===== config.mk =====
export PLATFORM = sky130hd
export DESIGN_NAME = tuning_verdict_stabilizer
export DESIGN_NICKNAME = d
export VERILOG_FILES = /design/src/rtl/tvs_pkg.sv /design/src/rtl/tvs_step.sv /design/src/rtl/tuning_verdict_stabilizer.sv
export SDC_FILE = /design/constraint.sdc
export NUM_CORES = 1
export LEC_CHECK = 0
export BUFFER_PORTS_ARGS = -buffer_cell sky130_fd_sc_hd__buf_2
export CORE_MARGIN = 4
export CORE_UTILIZATION = 40
export CTS_CLUSTER_DIAMETER = 50
export DETAILED_ROUTE_END_ITERATION = 10
export GPL_TIMING_DRIVEN = 0
export PLACE_DENSITY = 0.56
export SLEW_MARGIN = 5
export SYNTH_ARGS = -nofsm -noshare
export SYNTH_HDL_FRONTEND = slang
export SYNTH_HIERARCHICAL = 1
export SYNTH_SLANG_ARGS = --single-unit

===== constraint.sdc =====
create_clock -name i_clk -period 9.5 [get_ports i_clk]
set_input_delay 0.95 -clock i_clk [delete_from_list [all_inputs] [get_ports i_clk]]
set_output_delay 0.95 -clock i_clk [all_outputs]
set_load 0.05 [all_outputs]

===== src/rtl/tvs_pkg.sv =====
// Shared types and constants for the tuning verdict stabilizer.
`default_nettype none

package tvs_pkg;

    // Field widths fixed by the interface
    localparam int CENTS_W    = 14;
    localparam int BLOCK_W    = 14;
    localparam int TOL_W      = 11;
    localparam int THRESH_W   = 24;
    localparam int BAND_W     = TOL_W + 1;
    localparam int CFG_IDX_W  = 3;
    localparam int CFG_DATA_W = 24;

    // Displayed / candidate zone codes
    typedef enum logic [1:0] {
        ZONE_NONE  = 2'd0,
        ZONE_RAISE = 2'd1,
        ZONE_TUNE  = 2'd2,
        ZONE_LOWER = 2'd3
    } t_zone;

    // Register indexes on the configuration port
    localparam logic [CFG_IDX_W-1:0] CFG_TOLERANCE = 3'd0;
    localparam logic [CFG_IDX_W-1:0] CFG_HYSTERESIS = 3'd1;
    localparam logic [CFG_IDX_W-1:0] CFG_HOLD       = 3'd2;
    localparam logic [CFG_IDX_W-1:0] CFG_ENTER_DB   = 3'd3;
    localparam logic [CFG_IDX_W-1:0] CFG_SWITCH_DB  = 3'd4;
    localparam logic [CFG_IDX_W-1:0] CFG_RELEASE    = 3'd5;

    // Register reset values
    localparam logic [TOL_W-1:0]    RST_TOLERANCE  = 11'd32;
    localparam logic [TOL_W-1:0]    RST_HYSTERESIS = 11'd24;
    localparam logic [THRESH_W-1:0] RST_HOLD       = 24'd62400;
    localparam logic [THRESH_W-1:0] RST_ENTER_DB   = 24'd1440;
    localparam logic [THRESH_W-1:0] RST_SWITCH_DB  = 24'd5760;
    localparam logic [THRESH_W-1:0] RST_RELEASE    = 24'd19200;

    // Configuration register bank
    typedef struct packed {
        logic [TOL_W-1:0]    tolerance;
        logic [TOL_W-1:0]    hysteresis;
        logic [THRESH_W-1:0] hold;
        logic [THRESH_W-1:0] enter_wait;
        logic [THRESH_W-1:0] switch_wait;
        logic [THRESH_W-1:0] release_len;
    } t_cfg;

endpackage

`default_nettype wire


===== src/rtl/tvs_step.sv =====
// Combinational next-state logic for one block reading.
`default_nettype none

module tvs_step #(
    parameter int COUNT_WIDTH = 24,
    parameter int MAX_BLOCK   = 8192
) (
    input  tvs_pkg::t_cfg                     i_cfg,
    input  logic                              i_voiced,
    input  logic signed [tvs_pkg::CENTS_W-1:0] i_cents_dev,
    input  logic [tvs_pkg::BLOCK_W-1:0]       i_block_len,
    input  tvs_pkg::t_zone                    i_shown,
    input  tvs_pkg::t_zone                    i_cand,
    input  logic [COUNT_WIDTH-1:0]            i_cand_cnt,
    input  logic [COUNT_WIDTH-1:0]            i_sil_cnt,
    input  logic [COUNT_WIDTH-1:0]            i_tune_cnt,
    output tvs_pkg::t_zone                    o_shown,
    output tvs_pkg::t_zone                    o_cand,
    output logic [COUNT_WIDTH-1:0]            o_cand_cnt,
    output logic [COUNT_WIDTH-1:0]            o_sil_cnt,
    output logic [COUNT_WIDTH-1:0]            o_tune_cnt,
    output logic                              o_entered
);

    localparam int BW      = tvs_pkg::BLOCK_W;
    localparam int CMP_W   = (COUNT_WIDTH > tvs_pkg::THRESH_W) ? COUNT_WIDTH
                                                              : tvs_pkg::THRESH_W;
    localparam int LEN_MAX = (1 << BW) - 1;
    localparam int MAX_LEN = (MAX_BLOCK > LEN_MAX) ? LEN_MAX : MAX_BLOCK;
    localparam int MB_W    = 17;

    // Saturating add of a block length to a counter
    function automatic logic [COUNT_WIDTH-1:0] sat_add(
        input logic [COUNT_WIDTH-1:0] a,
        input logic [BW-1:0]          b
    );
        logic [COUNT_WIDTH:0] s;
        s = {1'b0, a} + (COUNT_WIDTH+1)'(b);
        sat_add = s[COUNT_WIDTH] ? {COUNT_WIDTH{1'b1}} : s[COUNT_WIDTH-1:0];
    endfunction

    logic [BW-1:0]              len;
    logic [COUNT_WIDTH-1:0]     tune_acc;
    logic [COUNT_WIDTH-1:0]     sil_acc;
    logic [COUNT_WIDTH-1:0]     cand_acc;
    logic [tvs_pkg::BAND_W-1:0] band;
    logic [tvs_pkg::CENTS_W:0]  cents_ext;
    logic [tvs_pkg::CENTS_W:0]  mag;
    tvs_pkg::t_zone             raw;
    logic                       latched;
    logic [CMP_W-1:0]           need;

    // Block length clamp to MAX_BLOCK; sat_add saturates, so adding len never wraps a counter
    assign len = ({{(MB_W-BW){1'b0}}, i_block_len} > MB_W'(MAX_BLOCK)) ? BW'(MAX_LEN)
                                                                       : i_block_len;

    assign tune_acc = (i_shown == tvs_pkg::ZONE_TUNE) ? sat_add(i_tune_cnt, len)
                                                      : i_tune_cnt;
    assign sil_acc  = sat_add(i_sil_cnt, len);
    assign cand_acc = sat_add(i_cand_cnt, len);

    // Band widens by the hysteresis margin while in tune
    assign band = {1'b0, i_cfg.tolerance} +
                  ((i_shown == tvs_pkg::ZONE_TUNE) ? {1'b0, i_cfg.hysteresis}
                                                   : {tvs_pkg::BAND_W{1'b0}});
    assign cents_ext = {i_cents_dev[tvs_pkg::CENTS_W-1], i_cents_dev};
    assign mag       = cents_ext[tvs_pkg::CENTS_W] ? (~cents_ext + 1'b1) : cents_ext;

    // Raw zone of this block
    always_comb begin
        if (i_voiced) begin
            if (mag <= (tvs_pkg::CENTS_W+1)'(band)) begin
                raw = tvs_pkg::ZONE_TUNE;
            end else if (i_cents_dev[tvs_pkg::CENTS_W-1]) begin
                raw = tvs_pkg::ZONE_RAISE;
            end else begin
                raw = tvs_pkg::ZONE_LOWER;
            end
        end else begin
            raw = (CMP_W'(sil_acc) < CMP_W'(i_cfg.release_len)) ? i_shown
                                                                 : tvs_pkg::ZONE_NONE;
        end
    end

    assign latched = (i_shown == tvs_pkg::ZONE_TUNE) &&
                     (CMP_W'(tune_acc) < CMP_W'(i_cfg.hold));
    assign need    = (raw == tvs_pkg::ZONE_TUNE) ? CMP_W'(i_cfg.enter_wait)
                                                 : CMP_W'(i_cfg.switch_wait);

    // Candidate tracking and adoption
    always_comb begin
        o_shown    = i_shown;
        o_cand     = i_cand;
        o_cand_cnt = i_cand_cnt;
        o_tune_cnt = tune_acc;
        o_sil_cnt  = i_voiced ? {COUNT_WIDTH{1'b0}} : sil_acc;
        if (latched && raw != tvs_pkg::ZONE_TUNE) begin
            o_cand     = tvs_pkg::ZONE_NONE;
            o_cand_cnt = '0;
        end else if (raw == i_shown) begin
            o_cand_cnt = '0;
        end else if (raw == i_cand) begin
            o_cand_cnt = cand_acc;
            if (CMP_W'(cand_acc) >= need) begin
                o_shown    = raw;
                o_cand_cnt = '0;
                if (raw == tvs_pkg::ZONE_TUNE) begin
                    o_tune_cnt = '0;
                end
            end
        end else begin
            o_cand     = raw;
            o_cand_cnt = COUNT_WIDTH'(len);
        end
    end

    assign o_entered = (o_shown == tvs_pkg::ZONE_TUNE) && (i_shown != tvs_pkg::ZONE_TUNE);

endmodule

`default_nettype wire


===== src/rtl/tuning_verdict_stabilizer.sv =====
// Top level: input register, verdict state, result register and config bank.
//
//  channel | valid        | stall        | beat payload
//  --------+--------------+--------------+----------------------------------------------
//  in      | i_in_valid   | o_in_stall   | i_voiced, i_cents_dev, i_block_len
//  out     | o_out_valid  | i_out_stall  | o_zone, o_*_lamp, o_entered_in_tune
//  cfg     | i_cfg_we     | (none)       | i_cfg_idx, i_cfg_wdata
//
//  One beat per cycle sustained while the output is not stalled; a beat passes through the
//  input register, then the state update into the result register, before its result shows.
//  Reset is synchronous and active low; it restores register defaults and clears
//  the verdict state. A stall on the output holds the result register and the
//  state; the input register still takes one more beat if it is empty.
`default_nettype none

module tuning_verdict_stabilizer #(
    parameter int COUNT_WIDTH = 24,
    parameter int MAX_BLOCK   = 8192
) (
    input  logic                                i_clk,
    input  logic                                i_rst_n,
    input  logic                                i_in_valid,
    output logic                                o_in_stall,
    input  logic                                i_voiced,
    input  logic signed [tvs_pkg::CENTS_W-1:0]  i_cents_dev,
    input  logic [tvs_pkg::BLOCK_W-1:0]         i_block_len,
    output logic                                o_out_valid,
    input  logic                                i_out_stall,
    output logic [1:0]                          o_zone,
    output logic                                o_raise_lamp,
    output logic                                o_in_tune_lamp,
    output logic                                o_lower_lamp,
    output logic                                o_entered_in_tune,
    input  logic                                i_cfg_we,
    input  logic [tvs_pkg::CFG_IDX_W-1:0]       i_cfg_idx,
    input  logic [tvs_pkg::CFG_DATA_W-1:0]      i_cfg_wdata
);

    tvs_pkg::t_cfg r_cfg;

    logic                              r_in_valid;
    logic                              r_has_note;
    logic signed [tvs_pkg::CENTS_W-1:0] r_cents_dev;
    logic [tvs_pkg::BLOCK_W-1:0]       r_block_len;

    tvs_pkg::t_zone                    r_shown;
    tvs_pkg::t_zone                    r_cand;
    logic [COUNT_WIDTH-1:0]            r_cand_cnt;
    logic [COUNT_WIDTH-1:0]            r_sil_cnt;
    logic [COUNT_WIDTH-1:0]            r_tune_cnt;

    logic                              r_out_valid;
    tvs_pkg::t_zone                    r_zone;
    logic                              r_entered;

    tvs_pkg::t_zone                    n_shown;
    tvs_pkg::t_zone                    n_cand;
    logic [COUNT_WIDTH-1:0]            n_cand_cnt;
    logic [COUNT_WIDTH-1:0]            n_sil_cnt;
    logic [COUNT_WIDTH-1:0]            n_tune_cnt;
    logic                              n_entered;

    logic out_free;
    logic advance;
    logic in_take;

    // Handshake: result register frees up when empty or being taken
    assign out_free   = !r_out_valid || !i_out_stall;
    assign advance    = r_in_valid && out_free;
    assign o_in_stall = r_in_valid && !out_free;
    assign in_take    = i_in_valid && !o_in_stall;

    // Configuration bank
    always_ff @(posedge i_clk) begin
        if (!i_rst_n) begin
            r_cfg.tolerance   <= tvs_pkg::RST_TOLERANCE;
            r_cfg.hysteresis  <= tvs_pkg::RST_HYSTERESIS;
            r_cfg.hold        <= tvs_pkg::RST_HOLD;
            r_cfg.enter_wait  <= tvs_pkg::RST_ENTER_DB;
            r_cfg.switch_wait <= tvs_pkg::RST_SWITCH_DB;
            r_cfg.release_len <= tvs_pkg::RST_RELEASE;
        end else if (i_cfg_we) begin
            case (i_cfg_idx)
                tvs_pkg::CFG_TOLERANCE: begin
                    r_cfg.tolerance <= i_cfg_wdata[tvs_pkg::TOL_W-1:0];
                end
                tvs_pkg::CFG_HYSTERESIS: begin
                    r_cfg.hysteresis <= i_cfg_wdata[tvs_pkg::TOL_W-1:0];
                end
                tvs_pkg::CFG_HOLD:      r_cfg.hold        <= i_cfg_wdata;
                tvs_pkg::CFG_ENTER_DB:  r_cfg.enter_wait  <= i_cfg_wdata;
                tvs_pkg::CFG_SWITCH_DB: r_cfg.switch_wait <= i_cfg_wdata;
                tvs_pkg::CFG_RELEASE:   r_cfg.release_len <= i_cfg_wdata;
                default: ;
            endcase
        end
    end

    // Input register
    always_ff @(posedge i_clk) begin
        if (!i_rst_n) begin
            r_in_valid <= 1'b0;
        end else if (in_take) begin
            r_in_valid <= 1'b1;
        end else if (advance) begin
            r_in_valid <= 1'b0;
        end
    end

    always_ff @(posedge i_clk) begin
        if (in_take) begin
            r_has_note  <= i_voiced;
            r_cents_dev <= i_cents_dev;
            r_block_len <= i_block_len;
        end
    end

    // Verdict update
    tvs_step #(
        .COUNT_WIDTH (COUNT_WIDTH),
        .MAX_BLOCK   (MAX_BLOCK)
    ) u_step (
        .i_cfg       (r_cfg),
        .i_voiced    (r_has_note),
        .i_cents_dev (r_cents_dev),
        .i_block_len (r_block_len),
        .i_shown     (r_shown),
        .i_cand      (r_cand),
        .i_cand_cnt  (r_cand_cnt),
        .i_sil_cnt   (r_sil_cnt),
        .i_tune_cnt  (r_tune_cnt),
        .o_shown     (n_shown),
        .o_cand      (n_cand),
        .o_cand_cnt  (n_cand_cnt),
        .o_sil_cnt   (n_sil_cnt),
        .o_tune_cnt  (n_tune_cnt),
        .o_entered   (n_entered)
    );

    // Verdict state
    always_ff @(posedge i_clk) begin
        if (!i_rst_n) begin
            r_shown    <= tvs_pkg::ZONE_NONE;
            r_cand     <= tvs_pkg::ZONE_NONE;
            r_cand_cnt <= '0;
            r_sil_cnt  <= '0;
            r_tune_cnt <= '0;
        end else if (advance) begin
            r_shown    <= n_shown;
            r_cand     <= n_cand;
            r_cand_cnt <= n_cand_cnt;
            r_sil_cnt  <= n_sil_cnt;
            r_tune_cnt <= n_tune_cnt;
        end
    end

    // Result register
    always_ff @(posedge i_clk) begin
        if (!i_rst_n) begin
            r_out_valid <= 1'b0;
        end else if (out_free) begin
            r_out_valid <= r_in_valid;
        end
    end

    always_ff @(posedge i_clk) begin
        if (advance) begin
            r_zone    <= n_shown;
            r_entered <= n_entered;
        end
    end

    // Output decode
    assign o_out_valid       = r_out_valid;
    assign o_zone            = r_zone;
    assign o_raise_lamp      = (r_zone == tvs_pkg::ZONE_RAISE);
    assign o_in_tune_lamp    = (r_zone == tvs_pkg::ZONE_TUNE);
    assign o_lower_lamp      = (r_zone == tvs_pkg::ZONE_LOWER);
    assign o_entered_in_tune = r_entered;

    // Checks
    a_state_holds: assert property (@(posedge i_clk) disable iff (!i_rst_n)
        !advance |=> $stable(r_shown))
        else $error("shown zone moved without a beat");

    a_result_matches_state: assert property (@(posedge i_clk) disable iff (!i_rst_n)
        advance |=> (r_zone == r_shown))
        else $error("result zone differs from shown zone");

    a_entered_edge: assert property (@(posedge i_clk) disable iff (!i_rst_n)
        (advance && n_entered) |=> ($past(r_shown) != tvs_pkg::ZONE_TUNE) &&
                                   (r_shown == tvs_pkg::ZONE_TUNE))
        else $error("entered flag without a rise into in tune");

    a_reset_clears: assert property (@(posedge i_clk)
        !i_rst_n |=> !o_out_valid && !r_in_valid && (r_shown == tvs_pkg::ZONE_NONE))
        else $error("reset left state behind");

endmodule

`default_nettype wire

* Word-level counts from Yosys, hierarchy flattened *
Cells that the tools add are included.

operators by class
  equal/unequal tests = 17
  muxes and demuxes = 31
  bitwise gates (word level) = 1
  reduce and logical (&&, ||, !) cells = 20
  $add $sub $neg = 5
  magnitude comparators = 5

operators with widths
  cell                                                                    count
  24-bit two-way mux                                                      15
  24-bit by 14-bit adder with 25-bit output                               3
  24-bit less-than comparator                                             2
  24-bit greater-or-equal comparator                                      1
  2-bit two-way mux                                                       11
  15-bit by 1-bit adder with 15-bit output (second input constant)        1
  15-bit by 12-bit less-or-equal comparator with 1-bit output             1
  15-bit two-way mux                                                      1
  15-bit NOT                                                              1
  14-bit greater-than comparator (second input constant)                  1
  14-bit two-way mux                                                      1
  11-bit by 12-bit adder with 12-bit output                               1
  2-bit AND reduction                                                     6
  11-bit two-way mux                                                      1
  2-bit equality test (second input constant)                             5
  3-bit by 2-bit equality test with 1-bit output (second input constant)  2
  3-bit equality test (second input constant)                             2
  1-bit logical AND                                                       6
  2-bit equality test                                                     2
  1-bit logical NOT                                                       4
  2-bit by 1-bit != test with 1-bit output (second input constant)        2
  2-bit != test (second input constant)                                   2
  3-bit by 1-bit equality test with 1-bit output (second input constant)  1
  3-bit logical NOT                                                       1
  5 further kinds                                                         6

word-level totals
  input port bits = 61
  output and inout bits = 8
  word-level logic and storage cells = 97
  bits in registers = 228

* Depth between registers and ports, before layout *
Gate-level depths: netlist of the first run.

  word-level depth = 16
  gate-level depth with buffers = 40
  depth with buffers taken out = 34

* Cells and area by module *
Netlist of the first run, hierarchy kept.

modules (own cells, without submodules)
  module                     area an instance (sq um)  cells each  instances  sequential area each (sq um)
  tuning_verdict_stabilizer  8503.2                    803         1          4884.7
  tvs_step                   6934.2                    997         1          0.0

* Worst setup path after synthesis of the first run *
OpenSTA, ideal clock, no wires.

  path type = register to register
  start point = register r_shown[1]
  end point = register r_cand_cnt[14]
  buffers on the path = 5
  clock period less this slack = 7589 ps
  path slack = 1911 ps
  library setup time = 72 ps
  cell stages (with the launch flop) = 38
  data required time = 9428 ps
  data arrival time = 7517 ps
  path through = dfxtp_1 clkbuf_1 inv_1 nor2_1 clkbuf_1 clkbuf_1 and2_1 ha_1 a21o_1 a21oi_1 o21bai_1 a21oi_1 o21bai_1 a21oi_1 o211ai_1 a21o_1 a21oi_1 ha_1 [2 not listed] o32a_1 a31oi_1 a31oi_1 a21o_1 clkbuf_1 buf_2 mux2i_1 ha_1 a21o_1 a31oi_1 o21ai_0 a2111o_1 a21oi_1 o221ai_1 or4_4 a21oi_2 nand2_1 mux2i_1

between the ends
  longest elaborated chain between the ends = 13
  elaborated cells between the ends (all ways) = 21
  classes of those cells = add/sub: 1; order compare: 3; eq/ne: 5; mux: 10; reduce/logical: 2

ends and longest elaborated chain
  what                                                         line                                            source
  start, declared                                              tuning_verdict_stabilizer.sv:46                 tvs_pkg::t_zone r_shown;
  start signal, assigned                                       tuning_verdict_stabilizer.sv:143                r_shown <= tvs_pkg::ZONE_NONE;
  start signal, assigned                                       tuning_verdict_stabilizer.sv:149                r_shown <= n_shown;
  2-bit equality test                                          tvs_step.sv:57, tvs_step.sv:64, tvs_step.sv:85
  11-bit two-way mux                                           tvs_step.sv:64                                  ((i_shown == tvs_pkg::ZONE_TUNE) ? {1'b0, i_cfg.hysteresis}
  11-bit by 12-bit adder with 12-bit output                    tvs_step.sv:63                                  assign band = {1'b0, i_cfg.tolerance} +
  15-bit by 12-bit less-or-equal comparator with 1-bit output  tvs_step.sv:72                                  if (mag <= (tvs_pkg::CENTS_W+1)'(band)) begin
  2-bit two-way mux                                            tvs_step.sv:72
  2-bit two-way mux                                            tvs_step.sv:71                                  if (i_voiced) begin
  2-bit equality test                                          tvs_step.sv:87                                  assign need = (raw == tvs_pkg::ZONE_TUNE) ? CMP_W'(i_cfg.enter_wait)
  24-bit two-way mux                                           tvs_step.sv:87
  24-bit greater-or-equal comparator                           tvs_step.sv:104                                 if (CMP_W'(cand_acc) >= need) begin
  24-bit two-way mux                                           tvs_step.sv:104
  24-bit two-way mux                                           tvs_step.sv:102                                 end else if (raw == i_cand) begin
  24-bit two-way mux                                           tvs_step.sv:100                                 end else if (raw == i_shown) begin
  24-bit two-way mux (*)                                       tvs_step.sv:97                                  if (latched && raw != tvs_pkg::ZONE_TUNE) begin
  via n_cand_cnt[14]                                           tuning_verdict_stabilizer.sv:58                 logic [COUNT_WIDTH-1:0] n_cand_cnt;
  end signal, assigned                                         tuning_verdict_stabilizer.sv:151                r_cand_cnt <= n_cand_cnt;
  end, declared                                                tuning_verdict_stabilizer.sv:48                 logic [COUNT_WIDTH-1:0] r_cand_cnt;

The timed path passes the listed nets; every way through them passes the cells marked *.
A chain may end at the register's enable or synchronous reset.

* Final worst setup path of the first run *
  start point = register r_block_len[6] (netlist bit)
  end point = register r_tune_cnt[9]

between the ends
  longest elaborated chain between the ends = 14
  elaborated cells between the ends (all ways) = 26
  classes of those cells = add/sub: 3; order compare: 4; eq/ne: 4; mux: 13; reduce/logical: 2

ends and longest elaborated chain
  what                                       line                              source
  start, declared                            tuning_verdict_stabilizer.sv:44   logic [tvs_pkg::BLOCK_W-1:0] r_block_len;
  start signal, assigned                     tuning_verdict_stabilizer.sv:114  r_block_len <= i_block_len;
  14-bit greater-than comparator             tvs_step.sv:54                    assign len = ({{(MB_W-BW){1'b0}}, i_block_len} > MB_W'(MAX_BLOCK)) ? BW'(MAX_LEN)
  14-bit two-way mux (*)                     tvs_step.sv:54
  24-bit by 14-bit adder with 25-bit output  tvs_step.sv:38                    s = {1'b0, a} + (COUNT_WIDTH+1)'(b);
  24-bit two-way mux                         tvs_step.sv:39                    sat_add = s[COUNT_WIDTH] ? {COUNT_WIDTH{1'b1}} : s[COUNT_WIDTH-1:0];
  24-bit less-than comparator                tvs_step.sv:80                    raw = (CMP_W'(sil_acc) < CMP_W'(i_cfg.release_len)) ? i_shown
  2-bit two-way mux                          tvs_step.sv:80
  2-bit two-way mux                          tvs_step.sv:71
  2-bit equality test                        tvs_step.sv:87, tvs_step.sv:107
  24-bit two-way mux                         tvs_step.sv:87
  24-bit greater-or-equal comparator         tvs_step.sv:104
  24-bit two-way mux                         tvs_step.sv:104
  24-bit two-way mux                         tvs_step.sv:102
  24-bit two-way mux                         tvs_step.sv:100
  24-bit two-way mux (*)                     tvs_step.sv:97
  via n_tune_cnt[9]                          tuning_verdict_stabilizer.sv:60   logic [COUNT_WIDTH-1:0] n_tune_cnt;
  end signal, assigned                       tuning_verdict_stabilizer.sv:153  r_tune_cnt <= n_tune_cnt;
  end, declared                              tuning_verdict_stabilizer.sv:50   logic [COUNT_WIDTH-1:0] r_tune_cnt;

Marked as above.

==> results.cfg, run 1 <==
[critical_path]
path_buf_inv = 4
required_ps = 9900
critPathTopFamily = compound AO/OA/AOI/OAI gates
critPathSlowestCell = a31oi_2
cp_num_cells = 34
cpMostUsedCell = nand2_1
crit_type = flip-flop to flip-flop
crit_fanout = 10
cp-start-kind = flip-flop
cp_data_arrival_time_ps = 9210
r2r_cells = 34
max_stage_delay_ps = 460
end_kind = flip-flop

[clocking]
postCtsHoldBufs = 0
clk_pin_slew_ps = 60
cts_tree = done
clk_path_buf_depth = 3
cts_root_buf = clkbuf_16
cts_buffers = 39
cts.sinks = 228
clk_latency_ps = 550
htree_levels = 2

[sta]
tightest_slew_ps = 1040
finalCriticalPeriod_ps = 8810
drv_slew = 0
timing.final.crit_share_pct = 92.7
fin_ws_ps = 690
relSlewSlack_pct = 30.9
rsz0062_at_grt = no
tns_ps = 0
setup_violations = 0
skew_ps = 20.0
hold_viol = 0
clock.fmax_mhz = 114

[cells_and_area]
n_fill_cell = 3659
drive_above_1_share_pct = 11.7
nets = 2110
diodes = 0
stdcell_area_mm2 = 0.0179
syn_to_final_growth_pct = 15.8

[routing]
vias = 13199
routed-wl-met2_mm = 19.6
ant_nets = 0
post-route-drc-count = 0
wl_per_cell_um = 18.7
wl_met3_mm = 2.56
drtIter0Drc = 888
wl_met1_mm = 22.3
drt_first_pass_iters = 5
wl_mm = 45.8
viasPerCell = 5.39
top_layer = met4

[placement]
dp_hpwl_mm = 35.3
detailedPlace.worstSlack_ps = -462
place_congestion = 0.908
io_buffer_count = 67
placed_cell_area_mm2 = 0.0164

[global_route]
grt_pass1_wl_mm = 71.3
grt_usage_pct = 21.7
grt_max_degree = 30
grt_pass1_vias = 12728
grt.overflow.total = 0
antenna_found_initial = 1

[synth]
yosys_register_bits = 228
ys_types = 80
synth_edf_count = 32
synth_nets = 2001
synthArstFlopShare_pct = 0
synth_top_area_cell = dfxtp_1
syn_area_mm2 = 0.0154
syn_avg_cell_area_um2 = 8.58
syn-instance-count = 1800
yosys_warnings = 6
synth_common_cells = nand2_1, mux2i_1, dfxtp_1
synth_top_area_share_pct = 25.4
synth_area_leaders = dfxtp_1, mux2i_1, ha_1, nand2_1, edfxtp_1
synth_most_common_cell = nand2_1
synthFlopType = dfxtp_1
synth-seq-area-share_pct = 31.6

[power]
power_density_mw_per_mm2 = 161
p_int_uw = 2120
switching_share_pct = 26.4
seq_power_share_pct = 35.4
total_power_uw = 2880
p_comb_share_pct = 11.6
clkPwrFrac_pct = 53.0
vdd_drop_max_mv = 0.128
leakage_uw = 0.00799
net-switching-power_uw = 761

[floorplanning]
pin_count = 69
num_rows = 71
die_height_um = 204
dieArea_mm2 = 0.0418
die_width_um = 204
start_util_pct = 40.8
core_area_mm2 = 0.0378

[min_path]
whs_path_depth = 2
hold_class = flip-flop to flip-flop

[run_status]
outcome = finished, final reports clean

[run]
drv_cap = 0
timing repair:
action,CTS,global route
setup buffers,0,3
hold endpoints to repair,0,0
pin swaps,0,0
gates resized for setup,8,4
endpoints found under the setup margin,53,53
path summary, 6_finish.rpt:
| check | slack (ps) | endpoint | startpoint |
|---|---|---|---|
| min | 450 | r_cfg[98] | r_cfg[98] |
| min reg2reg | 450 | r_cfg[98] | r_cfg[98] |
| max reg2reg | 690 | r_tune_cnt[9] | r_block_len[6] |
| max | 690 | r_tune_cnt[9] | r_block_len[6] |
registers in the layout, indices dropped and copies added (netlist names), 14 cells and up:
register / cells
r_block_len: 14
r_cfg: 118
r_cents_dev: 14
r_tune_cnt: 24
r_sil_cnt: 24
r_cand_cnt: 24
per-layer routing:
layer / vias up / track usage, %
met5: - / 0
li1: 6523 / -
met3: 76 / 3.81
met2: 349 / 33.4
met1: 6251 / 31.1
met4: 0 / 6.72
stage by stage:
stage                     hold WS, ps  instances  utilization (%)
after floorplan                   431       1800                -
after global placement            442       2378             43.4
after detailed placement          446       2378             43.4
after CTS                         457       2448             47.2
after global routing              467       2449             47.3
final                             452       2449             47.3
cells by family after synthesis:
group                      count (synthesis)  synth area share [%]
and+or+nand+nor                          667                  20.5
buffers and inverters                    163                  4.44
xor gates and xnor gates                  65                  3.69
DFF                                      228                  31.6
AOI/OAI and AO/OA                        298                  12.5
adders and majority gates                140                  11.5
muxes                                    239                  15.7
power groups by stage:
stage	Combinational, uW	Sequential [uW]	Clock (uW)
3_5_place_dp	326	1040	0
6_report	333	1020	1530
5_1_grt	365	1020	1600
3_3_place_gp	321	1040	0
4_1_cts	329	1020	1560
2_1_floorplan	219	1040	0
cell usage in the layout (no fill, tap or decap), types with 17 or more instances in the layout:
master,synthesis,layout
nand3_1,35,35
mux2_2,17,17
edfxtp_1,32,32
and2_1,27,27
inv_1,75,75
nor2_1,55,54
mux2i_1,221,221
a21o_1,26,25
nand2_1,365,365
o21a_1,17,17
buf_2,32,99
nor3_1,17,17
o21ai_0,48,48
ha_1,136,136
clkbuf_1,44,47
a21oi_1,103,103
dfxtp_1,196,196
nor2b_1,85,80
nand4_1,20,20
xnor2_1,44,44
clkbuf_16,0,41
xor2_1,21,21
layout make-up:
cell class	instances	area (um2)	share of cell area [%]
Timing Repair Buffer	70	358	2.00
Buffer	86	398	2.22
Multi-Input combinational cell	1409	9920	55.5
Sequential cell	228	4880	27.3
Clock inverter	19	299	1.67
Inverter	75	282	1.57
Tap cell	511	639	3.58
Clock buffer	51	1100	6.17
worst min-delay path: stages (launching register included):
cell and delay (ps):
dfxtp_1 300, nand2_1 50, mux2i_1 50
(Power assumes the default switching activity.)
==> run 2: changes to the inputs <==
Settings changed: CORE_MARGIN 4 to 1.5.
Clock period 9.5 ns to 8.7 ns, I/O delays scaled along.
==> results.cfg, run 2 (synthesized netlist as in run 1, its figures left out) <==
[cells_and_area]
final_common_cell = nand2_1
largest_reg_flops = 118
diodes = 0
drive_above_1_share_pct = 12.5
largest_register = r_cfg
layout_common_cells = nand2_1, mux2i_1, dfxtp_1
utilization_pct = 47.1
nets = 2109
fin_cells = 2445
syn_to_final_growth_pct = 15.4

[floorplanning]
core_area_mm2 = 0.0378
start_util_pct = 40.8
die_width_um = 199
num_rows = 71
die_height_um = 199
dieArea_mm2 = 0.0398
pin_count = 69

[sta]
drv_slew = 0
setup_violations = 0
tightest_slew_ps = 977
finalCriticalPeriod_ps = 8180
rsz0062_at_grt = no
timing.final.crit_share_pct = 94.0
relSlewSlack_pct = 34.9
hold_viol = 0
clock.fmax_mhz = 122
skew_ps = 24.7

[clocking]
clk_pin_slew_ps = 50
cts_tree = done
htree_levels = 2
postCtsHoldBufs = 0
clk_latency_ps = 550
cts_buffers = 37
clk_path_buf_depth = 3
cts_root_buf = clkbuf_16
cts.sinks = 228

[critical_path]
critPathSlowestCell = nor2_1
max_stage_delay_ps = 490
r2r_end = r_cand_cnt[23]
crit_fanout = 10
cp_data_arrival_time_ps = 8650
timing.rr.start = r_block_len[6]
required_ps = 9170
cpMostUsedCell = ha_1
crit_type = flip-flop to flip-flop
end_kind = flip-flop
r2r_cells = 33
rrSetupSlack_ps = 520
cp-start-kind = flip-flop

[power]
power_density_mw_per_mm2 = 164
leakage_uw = 0.00795
vdd_drop_max_mv = 0.140

[global_route]
antenna_found_initial = 0
grt.overflow.total = 0
grt_max_degree = 20
grt_pass1_wl_mm = 71.3
grt_usage_pct = 23.5
grt_pass1_vias = 12635

[routing]
top_layer = met4
ant_nets = 0
wl_per_cell_um = 18.9
drtIter0Drc = 776
post-route-drc-count = 0
routed-wl-met2_mm = 20.3
wl_met1_mm = 21.9
wl_mm = 46.3
drt_first_pass_iters = 5
vias = 13217
wl_met3_mm = 3.00
viasPerCell = 5.41

[min_path]
hold_start = r_cfg[69]
whs_path_depth = 2
hold_end = r_cfg[69]
hold_class = flip-flop to flip-flop

[placement]
placed_cells = 2379
place_congestion = 0.912
io_buffer_count = 67
dp_hpwl_mm = 35.7

[run_status]
outcome = finished, final reports clean

[run]
drv_cap = 0
==> run 2: changes by cell type in the layout (fill, tap and decap cells not counted), moves of 4 or more <==
cell	delta
buf_4	+5
bufinv_16	-4
clkbuf_1	-7
clkbuf_16	-4
inv_8	-5
nor2b_1	-6
==> run 2: worst max-delay path by stage <==
stage                endpoint            start  cells past startpoint
2_1_floorplan  r_cand_cnt[14]       r_shown[1]                     37
3_3_place_gp   r_tune_cnt[22]       r_shown[1]                     39
3_5_place_dp   r_tune_cnt[22]       r_shown[1]                     39
4_1_cts        r_tune_cnt[12]   r_block_len[7]                     37
5_1_grt        r_tune_cnt[15]  r_block_len[13]                     36
6_report       r_cand_cnt[23]   r_block_len[6]                     33
==> run 2: layer usage <==
metal	track usage, %	vias to the layer above
met5	0	-
met4	6.77	0
met3	3.83	62
met2	37.2	389
met1	32.9	6244
li1	-	6522
==> run 2: power by group <==
group	switching, uW	internal [uW]
Clock	551	888
Combinational	238	134
Sequential	17.0	1100
Total	806	2120
==> run 2: metrics by stage <==
stage	area [um2]	power (uW)	TNS (ps)	hold slack, ps	worst slack (ps)
floorplan	15400	1370	0	431	1110
global placement	16400	1490	-59830	443	-1330
detailed placement	16400	1490	-63320	447	-1410
CTS	17800	2950	0	456	42.4
global route	17800	3030	0	471	43.9
finish	17800	2920	0	458	524
==> run 2: final cells by class <==
type	instances	area, um2
fillers	3764	20000
multi-input cells	1409	10000
flip-flops and latches	228	4890
clock buffers	46	1010
well taps	511	639
repair buffers	74	408
plain buffers	83	394
inverters	75	282
clock inverters	19	195
==> run 2: what timing repair did <==
action	4_1_cts	5_1_grt
setup endpoints to repair	53	53
gates resized for setup	25	15
pin swaps	1	1
buffers inserted	6	0
hold endpoints to repair	0	0
==> run 2: critical path, delay by kind of cell, from the launching register on <==
kind | cells | cell delay [ps]
flops | 1 | 380
buf+inv | 2 | 280
fa+ha+maj | 3 | 900
compound gates | 15 | 3640
mux | 3 | 730
simple gates | 10 | 2170
